`config.mk`:
```
export PLATFORM = sky130hd
export DESIGN_NAME = bounded_deque_with_listing
export DESIGN_NICKNAME = d
export VERILOG_FILES = /design/src/design/bdq_pkg.sv /design/src/design/bounded_deque_with_listing.sv
export VERILOG_INCLUDE_DIRS = /design/src /design/src/design
export SDC_FILE = /design/constraint.sdc
export NUM_CORES = 2
export LEC_CHECK = 0
export BUFFER_PORTS_ARGS = -buffer_cell sky130_fd_sc_hd__buf_2
export CAP_MARGIN = 30
export CORE_MARGIN = 2
export CORE_UTILIZATION = 68
export CTS_CLUSTER_SIZE = 12
export DETAILED_ROUTE_END_ITERATION = 8
export PLACE_DENSITY = 0.83
export SLEW_MARGIN = 10
export SYNTH_ARGS = -nofsm -noshare
export SYNTH_HDL_FRONTEND = slang
export SYNTH_SLANG_ARGS = --single-unit
```
`constraint.sdc`:
```
create_clock -name clk -period 10.5 [get_ports clk]
set_clock_uncertainty 0.15 [all_clocks]
set_input_delay 1.05 -clock clk [delete_from_list [all_inputs] [get_ports clk]]
set_output_delay 1.05 -clock clk [all_outputs]
set_load 0.01 [all_outputs]
```
`src/design/bounded_deque_with_listing_macros.svh`:
```
// assertion macros for the bounded deque with listing
// used by bounded_deque_with_listing.sv, expects clk and arst_n in scope
`ifndef BOUNDED_DEQUE_WITH_LISTING_MACROS_SVH
`define BOUNDED_DEQUE_WITH_LISTING_MACROS_SVH

`ifndef SYNTHESIS
`define BDQ_ASSERT_ALWAYS(lbl, cond, msg) \
	lbl: assert property (@(posedge clk) disable iff (!arst_n) (cond)) else $error(msg);
`define BDQ_ASSERT_IMPLY(lbl, ante, cons, msg) \
	lbl: assert property (@(posedge clk) disable iff (!arst_n) (ante) |-> (cons)) \
		else $error(msg);
`define BDQ_ASSERT_NEXT(lbl, ante, cons, msg) \
	lbl: assert property (@(posedge clk) disable iff (!arst_n) (ante) |=> (cons)) \
		else $error(msg);
`else
`define BDQ_ASSERT_ALWAYS(lbl, cond, msg)
`define BDQ_ASSERT_IMPLY(lbl, ante, cons, msg)
`define BDQ_ASSERT_NEXT(lbl, ante, cons, msg)
`endif

`endif

```
`src/design/bdq_pkg.sv`:
```
// types, codes and ring arithmetic for the bounded deque with listing
// no dependencies
`default_nettype none

package bdq_pkg;

	localparam int DEPTH = 64;
	localparam int DATA_W = 32;
	localparam int PTR_W = (DEPTH > 1) ? $clog2(DEPTH) : 1;
	localparam int CNT_W = $clog2(DEPTH + 1);
	localparam int SUM_W = CNT_W + 1;

	typedef enum logic [2:0] {
		FN_PUSH_FRONT = 3'd0,
		FN_POP_FRONT  = 3'd1,
		FN_LIST       = 3'd2,
		FN_PUSH_BACK  = 3'd3,
		FN_POP_BACK   = 3'd4
	} func_t;

	typedef enum logic [1:0] {
		ST_OK    = 2'd0,
		ST_EMPTY = 2'd1,
		ST_FULL  = 2'd2
	} status_t;

	typedef struct packed {
		func_t                    func;
		logic signed [DATA_W-1:0] value_in;
	} cmd_t;

	typedef struct packed {
		logic signed [DATA_W-1:0] value_out;
		status_t                  status;
		logic                     last;
	} res_t;

	// ring position a + b modulo DEPTH, valid for a < DEPTH and b <= DEPTH
	function automatic logic [PTR_W-1:0] ring_add(input logic [PTR_W-1:0] a,
			input logic [CNT_W-1:0] b);
		logic [SUM_W-1:0] sum;
		sum = SUM_W'(a) + SUM_W'(b);
		if (sum >= SUM_W'(DEPTH)) begin
			sum = sum - SUM_W'(DEPTH);
		end
		return sum[PTR_W-1:0];
	endfunction

endpackage

`default_nettype wire

```
`src/design/bounded_deque_with_listing.sv`:
```
// bounded double-ended queue with listing, ring store in one synchronous ram
// depends on bdq_pkg and bounded_deque_with_listing_macros.svh
//
//   channel | valid     | stall     | payload | direction
//   --------+-----------+-----------+---------+----------
//   command | cmd_valid | cmd_stall | cmd     | in
//   result  | res_valid | res_stall | res     | out
//
// push and pop: accept then execute on the read data
// list: one ram read per listed entry
// reset empties the queue at once; ram contents are left as they are
// a stalled result holds in the output register and the sequencer waits on it
`default_nettype none

`include "bounded_deque_with_listing_macros.svh"

module bounded_deque_with_listing
	import bdq_pkg::*;
(
	input  wire  logic clk,
	input  wire  logic arst_n,
	input  wire  logic cmd_valid,
	output logic       cmd_stall,
	input  wire  cmd_t cmd,
	output logic       res_valid,
	input  wire  logic res_stall,
	output res_t       res
);

	typedef enum logic [1:0] {
		S_IDLE,
		S_EXEC,
		S_LIST
	} state_t;

	state_t                   state_q;
	cmd_t                     cmd_q;
	res_t                     res_q;
	logic                     res_valid_q;
	logic [PTR_W-1:0]         front_q;
	logic [CNT_W-1:0]         count_q;
	logic [PTR_W-1:0]         idx_q;
	logic signed [DATA_W-1:0] rd_data_q;

	logic signed [DATA_W-1:0] mem [DEPTH];

	logic             out_free;
	logic             res_load;
	logic             is_full;
	logic             is_empty;
	logic             list_done;
	logic [PTR_W-1:0] front_dec;
	logic [PTR_W-1:0] front_inc;
	logic [PTR_W-1:0] back_pos;
	logic [PTR_W-1:0] last_pos;
	logic [PTR_W-1:0] list_next;
	logic             rd_en;
	logic [PTR_W-1:0] rd_addr;
	logic             wr_en;
	logic [PTR_W-1:0] wr_addr;

	assign cmd_stall = (state_q != S_IDLE);
	assign res_valid = res_valid_q;
	assign res = res_q;

	always_comb begin
		out_free  = !res_valid_q || !res_stall;
		is_full   = (count_q == CNT_W'(DEPTH));
		is_empty  = (count_q == '0);
		list_done = ((CNT_W'(idx_q) + CNT_W'(1)) == count_q);
		front_dec = ring_add(front_q, CNT_W'(DEPTH - 1));
		front_inc = ring_add(front_q, CNT_W'(1));
		back_pos  = ring_add(front_q, count_q);
		last_pos  = ring_add(front_q, count_q - CNT_W'(1));
		list_next = ring_add(front_q, CNT_W'(idx_q) + CNT_W'(1));

		// a new result enters the output register this cycle
		res_load = out_free && ((state_q == S_LIST) || ((state_q == S_EXEC)
			&& (cmd_q.func == FN_PUSH_FRONT || cmd_q.func == FN_PUSH_BACK
			|| cmd_q.func == FN_POP_FRONT || cmd_q.func == FN_POP_BACK
			|| (cmd_q.func == FN_LIST && is_empty))));

		rd_en   = 1'b0;
		rd_addr = front_q;
		if (state_q == S_IDLE && cmd_valid) begin
			rd_en   = 1'b1;
			rd_addr = (cmd.func == FN_POP_BACK) ? last_pos : front_q;
		end else if (state_q == S_LIST && out_free && !list_done) begin
			rd_en   = 1'b1;
			rd_addr = list_next;
		end

		wr_en   = (state_q == S_EXEC) && out_free && !is_full
			&& (cmd_q.func == FN_PUSH_FRONT || cmd_q.func == FN_PUSH_BACK);
		wr_addr = (cmd_q.func == FN_PUSH_FRONT) ? front_dec : back_pos;
	end

	// entry store
	always_ff @(posedge clk) begin
		if (wr_en) begin
			mem[wr_addr] <= cmd_q.value_in;
		end
		if (rd_en) begin
			rd_data_q <= mem[rd_addr];
		end
	end

	always_ff @(posedge clk or negedge arst_n) begin
		if (!arst_n) begin
			state_q     <= S_IDLE;
			res_valid_q <= 1'b0;
			front_q     <= '0;
			count_q     <= '0;
			idx_q       <= '0;
		end else begin
			if (res_valid_q && !res_stall && !res_load) begin
				res_valid_q <= 1'b0;
			end
			unique case (state_q)
				S_IDLE: begin
					if (cmd_valid) begin
						cmd_q   <= cmd;
						state_q <= S_EXEC;
					end
				end
				S_EXEC: begin
					unique case (cmd_q.func)
						FN_PUSH_FRONT, FN_PUSH_BACK: begin
							if (out_free) begin
								res_valid_q     <= 1'b1;
								res_q.value_out <= '0;
								res_q.last      <= 1'b1;
								if (is_full) begin
									res_q.status <= ST_FULL;
								end else begin
									res_q.status <= ST_OK;
									count_q      <= count_q + CNT_W'(1);
									if (cmd_q.func == FN_PUSH_FRONT) begin
										front_q <= front_dec;
									end
								end
								state_q <= S_IDLE;
							end
						end
						FN_POP_FRONT, FN_POP_BACK: begin
							if (out_free) begin
								res_valid_q <= 1'b1;
								res_q.last  <= 1'b1;
								if (is_empty) begin
									res_q.value_out <= '0;
									res_q.status    <= ST_EMPTY;
								end else begin
									res_q.value_out <= rd_data_q;
									res_q.status    <= ST_OK;
									count_q         <= count_q - CNT_W'(1);
									if (cmd_q.func == FN_POP_FRONT) begin
										front_q <= front_inc;
									end
								end
								state_q <= S_IDLE;
							end
						end
						FN_LIST: begin
							if (is_empty) begin
								if (out_free) begin
									res_valid_q     <= 1'b1;
									res_q.value_out <= '0;
									res_q.status    <= ST_EMPTY;
									res_q.last      <= 1'b1;
									state_q         <= S_IDLE;
								end
							end else begin
								idx_q   <= '0;
								state_q <= S_LIST;
							end
						end
						default: begin
							state_q <= S_IDLE;
						end
					endcase
				end
				S_LIST: begin
					if (out_free) begin
						res_valid_q     <= 1'b1;
						res_q.value_out <= rd_data_q;
						res_q.status    <= ST_OK;
						res_q.last      <= list_done;
						if (list_done) begin
							state_q <= S_IDLE;
						end else begin
							idx_q <= idx_q + PTR_W'(1);
						end
					end
				end
				default: begin
					state_q <= S_IDLE;
				end
			endcase
		end
	end

	`BDQ_ASSERT_ALWAYS(a_count_range, count_q <= CNT_W'(DEPTH), "entry count above depth")
	`BDQ_ASSERT_ALWAYS(a_front_range, CNT_W'(front_q) < CNT_W'(DEPTH), "front beyond ring")
	`BDQ_ASSERT_IMPLY(a_err_zero, res_valid_q && res_q.status != ST_OK, res_q.value_out == '0 && res_q.last, "error result not zero or not last")
	`BDQ_ASSERT_NEXT(a_accept_exec, cmd_valid && !cmd_stall, state_q == S_EXEC, "accepted transaction not executed")
	`BDQ_ASSERT_IMPLY(a_list_index, state_q == S_LIST, CNT_W'(idx_q) < count_q, "listing index past count")
	`BDQ_ASSERT_IMPLY(a_write_room, wr_en, count_q < CNT_W'(DEPTH), "write into a full ring")

endmodule

`default_nettype wire

```
==> metrics <==
Post-Synthesis Cells=6052; endpoints failing hold=0; final worst path period need=approximately 6500 ps; CTS tree=built; vias=55.84k; Core Footprint=0.1270 sq mm; type of the most critical hold path=input port to async pin; CTS Buf Count=approximately 210; initial antenna violation count=14; post-synthesis cell type count=59; Leakage=0.03254 uW; Sink Count=around 2.2k; Wirelength per Cell=roughly 32 um; fmax=152.7 MHz; Critical Path Source Type=register; Detail Route Antenna Nets=0; final period utilization=62.36%; Post-CTS Resized=0; Area growth syn-to-layout=10.18%; register area share after synthesis=75.05%; Mean Syn Cell Area=14.34 sq um; post-route DRC violation count=0; Rel. slew slack=22.11%; Synthesized Nets=6117; first-pass GRT wire length=358.7 mm; Pre-antenna DRT Iters=7; fill cell count=between 6k and 7k; sum of negative setup slack=0 ps; clk root buf=clkbuf_16; Initial Utilization=roughly two thirds; Seq cells post-synth=2172; Yosys Warn Count=0; Post-Syn Area=0.08676 sq mm; Die ar.=0.1305 sq mm; Post-synth EDFFs=2150; type of the worst setup path=register to register; Tightest Pin Transition=1161 ps; Vias/cell=7.099; NumNets Final=6179; H-tree levels=4; CP Capture Type=register; Max Cap Viol=0; footprint of the multi-input gates=0.02056 sq mm; num ports=76; proportion of layout cells with a drive suffix above 1=9.690%; WP data required=10920 ps; num rows=131; Primary FF master, synth=edfxtp_1; Storage cell area=0.06511 sq mm; number of global-route vias before repair=around 54k; setup violators final=0; GP Congestion=0.9178; asr flop ratio synth=1.013%; global route overflow=0; port bufs=75; cts hold-fix bufs=0; Worst EP arrival=6970 ps; maximum clock path buffer count=3; Die W=361.2 um; status=finished, final reports clean; worst skew pair latency=about 870 ps; Setup Buffers After CTS=0; routed wire length=249.6 mm; RSZ-0062 raised after global routing=no; clk slew on worst S/H paths=60 ps; number of DRC markers in iteration 0=roughly 11k; worst-path fanout max=around 120; Detail Placement HPWL=133.0 mm; Die Span Y=roughly 360 um; Slew Limit Fails=0; All-Layer GR Usage=38.36%; worst vdd ir=380.6 uV; pin count of the biggest net entering global routing=around 170; PwrDens=between 200 and 300 mW/mm^2; post-route setup slack=3952 ps; pre-CTS setup slack=3691 ps
metal layers:
layer,track usage (%),wire [um],vias up
met3,13.49,42170,979
li1,-,-,22920
met2,55.95,109100,5063
met1,50.19,80600,26870
met4,23.05,17540,14
met5,0,211,-
stage by stage:
| step | area (sq um) | cells | hold WS [ps] | power [uW] | utilization [%] |
|---|---|---|---|---|---|
| 6_report | 95600 | 7866 | 55.52 | 27830 | 75.26 |
| 3_5_place_dp | 89750 | 7561 | 407.0 | 20680 | 70.65 |
| 2_1_floorplan | 86760 | 6052 | 344.1 | 16920 | - |
| 3_3_place_gp | 89590 | 7553 | 367.4 | 20360 | 70.53 |
| 4_1_cts | 95500 | 7859 | 26.83 | 27300 | 75.18 |
| 5_1_grt | 95590 | 7864 | 71.96 | 28540 | 75.25 |
worst max-delay path: stages, from the launching register on:
cell and delay (ps):
dfrtp_1 390, inv_1 120, ha_1 240, nand2_1 190, nor3_2 820, nor2_1 160, a21oi_4 160, buf_4 440
a21o_4 590, buf_12 490, buf_4 710, mux2i_1 270, mux2i_1 100, a32o_1 320, a211oi_1 740, nand4_1 190
placed cells by master (no fill, tap or decap), types with 9 or more instances in the layout:
cell type,count
clkinv_1,18
clkbuf_1,48
o21ai_0,51
and3_1,127
nand2_1,1434
inv_1,56
clkbuf_16,210
nor4_1,32
mux2_2,31
ha_1,23
edfxtp_1,2150
a32o_1,63
a311oi_1,32
buf_4,142
inv_6,9
nand3_1,469
a32oi_1,130
a21o_1,12
a2bb2oi_1,32
buf_2,77
xor2_1,18
nor2b_1,35
a22o_1,33
o22ai_1,34
a31oi_1,34
xnor2_1,22
a21oi_1,29
mux2i_1,353
a211oi_1,126
nand4_1,102
dfrtp_1,22
nor2_4,64
buf_12,17
nor2_1,31
nor3_1,10
and4_1,32
logic make-up after synthesis:
| logic type | Yosys count | share of synthesized area (%) |
|---|---|---|
| adder cells (fa/ha/maj) | 26 | 0.4009 |
| AND/OR/NAND/NOR | 2376 | 12.14 |
| XOR/XNOR | 42 | 0.4485 |
| buffers and inverters | 443 | 2.026 |
| AO/OA/AOI/OAI | 609 | 5.463 |
| multiplexers | 384 | 4.475 |
| flip-flops | 2172 | 75.05 |
final timing paths:
path	start	to	slack (ps)	depth (start not counted)
max in group asynchronous	arst_n	front_q[5]	9740	1
setup / recovery	state_q[1]	rd_data_q[10]	3950	15
hold / removal	arst_n	state_q[1]	60	1
hold reg to reg	rd_data_q[30]	res[33]	410	1
min in group clk	cmd[28]	cmd_q[28]	220	1
setup reg to reg	state_q[1]	rd_data_q[10]	3950	15
registers in the layout, indices dropped and copies added, names as in the netlist:
register   cells
mem         2048
count_q        7
cmd_q         35
front_q        6
idx_q          6
res_valid      1
rd_data_q     32
state_q        2
res           35
synthesized netlist by cell type, drive strengths merged (63+ instances only):
cell type	count	area share, %
and3	129	0.93
nand2	1436	6.2
clkbuf	276	1.2
nand3	472	2.7
edfxtp	2150	74
a32o	63	0.73
mux2i	353	4.1
buf	111	0.59
a32oi	130	1.3
nand4	102	0.74
a211oi	127	1.1
nor2	98	0.42
area by class of cell:
type | count | area share (%)
diodes | 2 | 0.005235
clock buffers | 258 | 5.686
clock inverters | 40 | 0.3338
inverters | 56 | 0.2199
multi-input cells | 3437 | 21.51
flip-flops and latches | 2172 | 68.11
well taps | 1662 | 2.175
repair buffers | 239 | 1.961
power breakdown:
part	leakage, uW	switching, uW	internal, uW
registers	0.0196	244	10100
clock network	0.00279	3030	3640
logic	0.0101	7740	3120
Power figures use the tool's default switching activity.
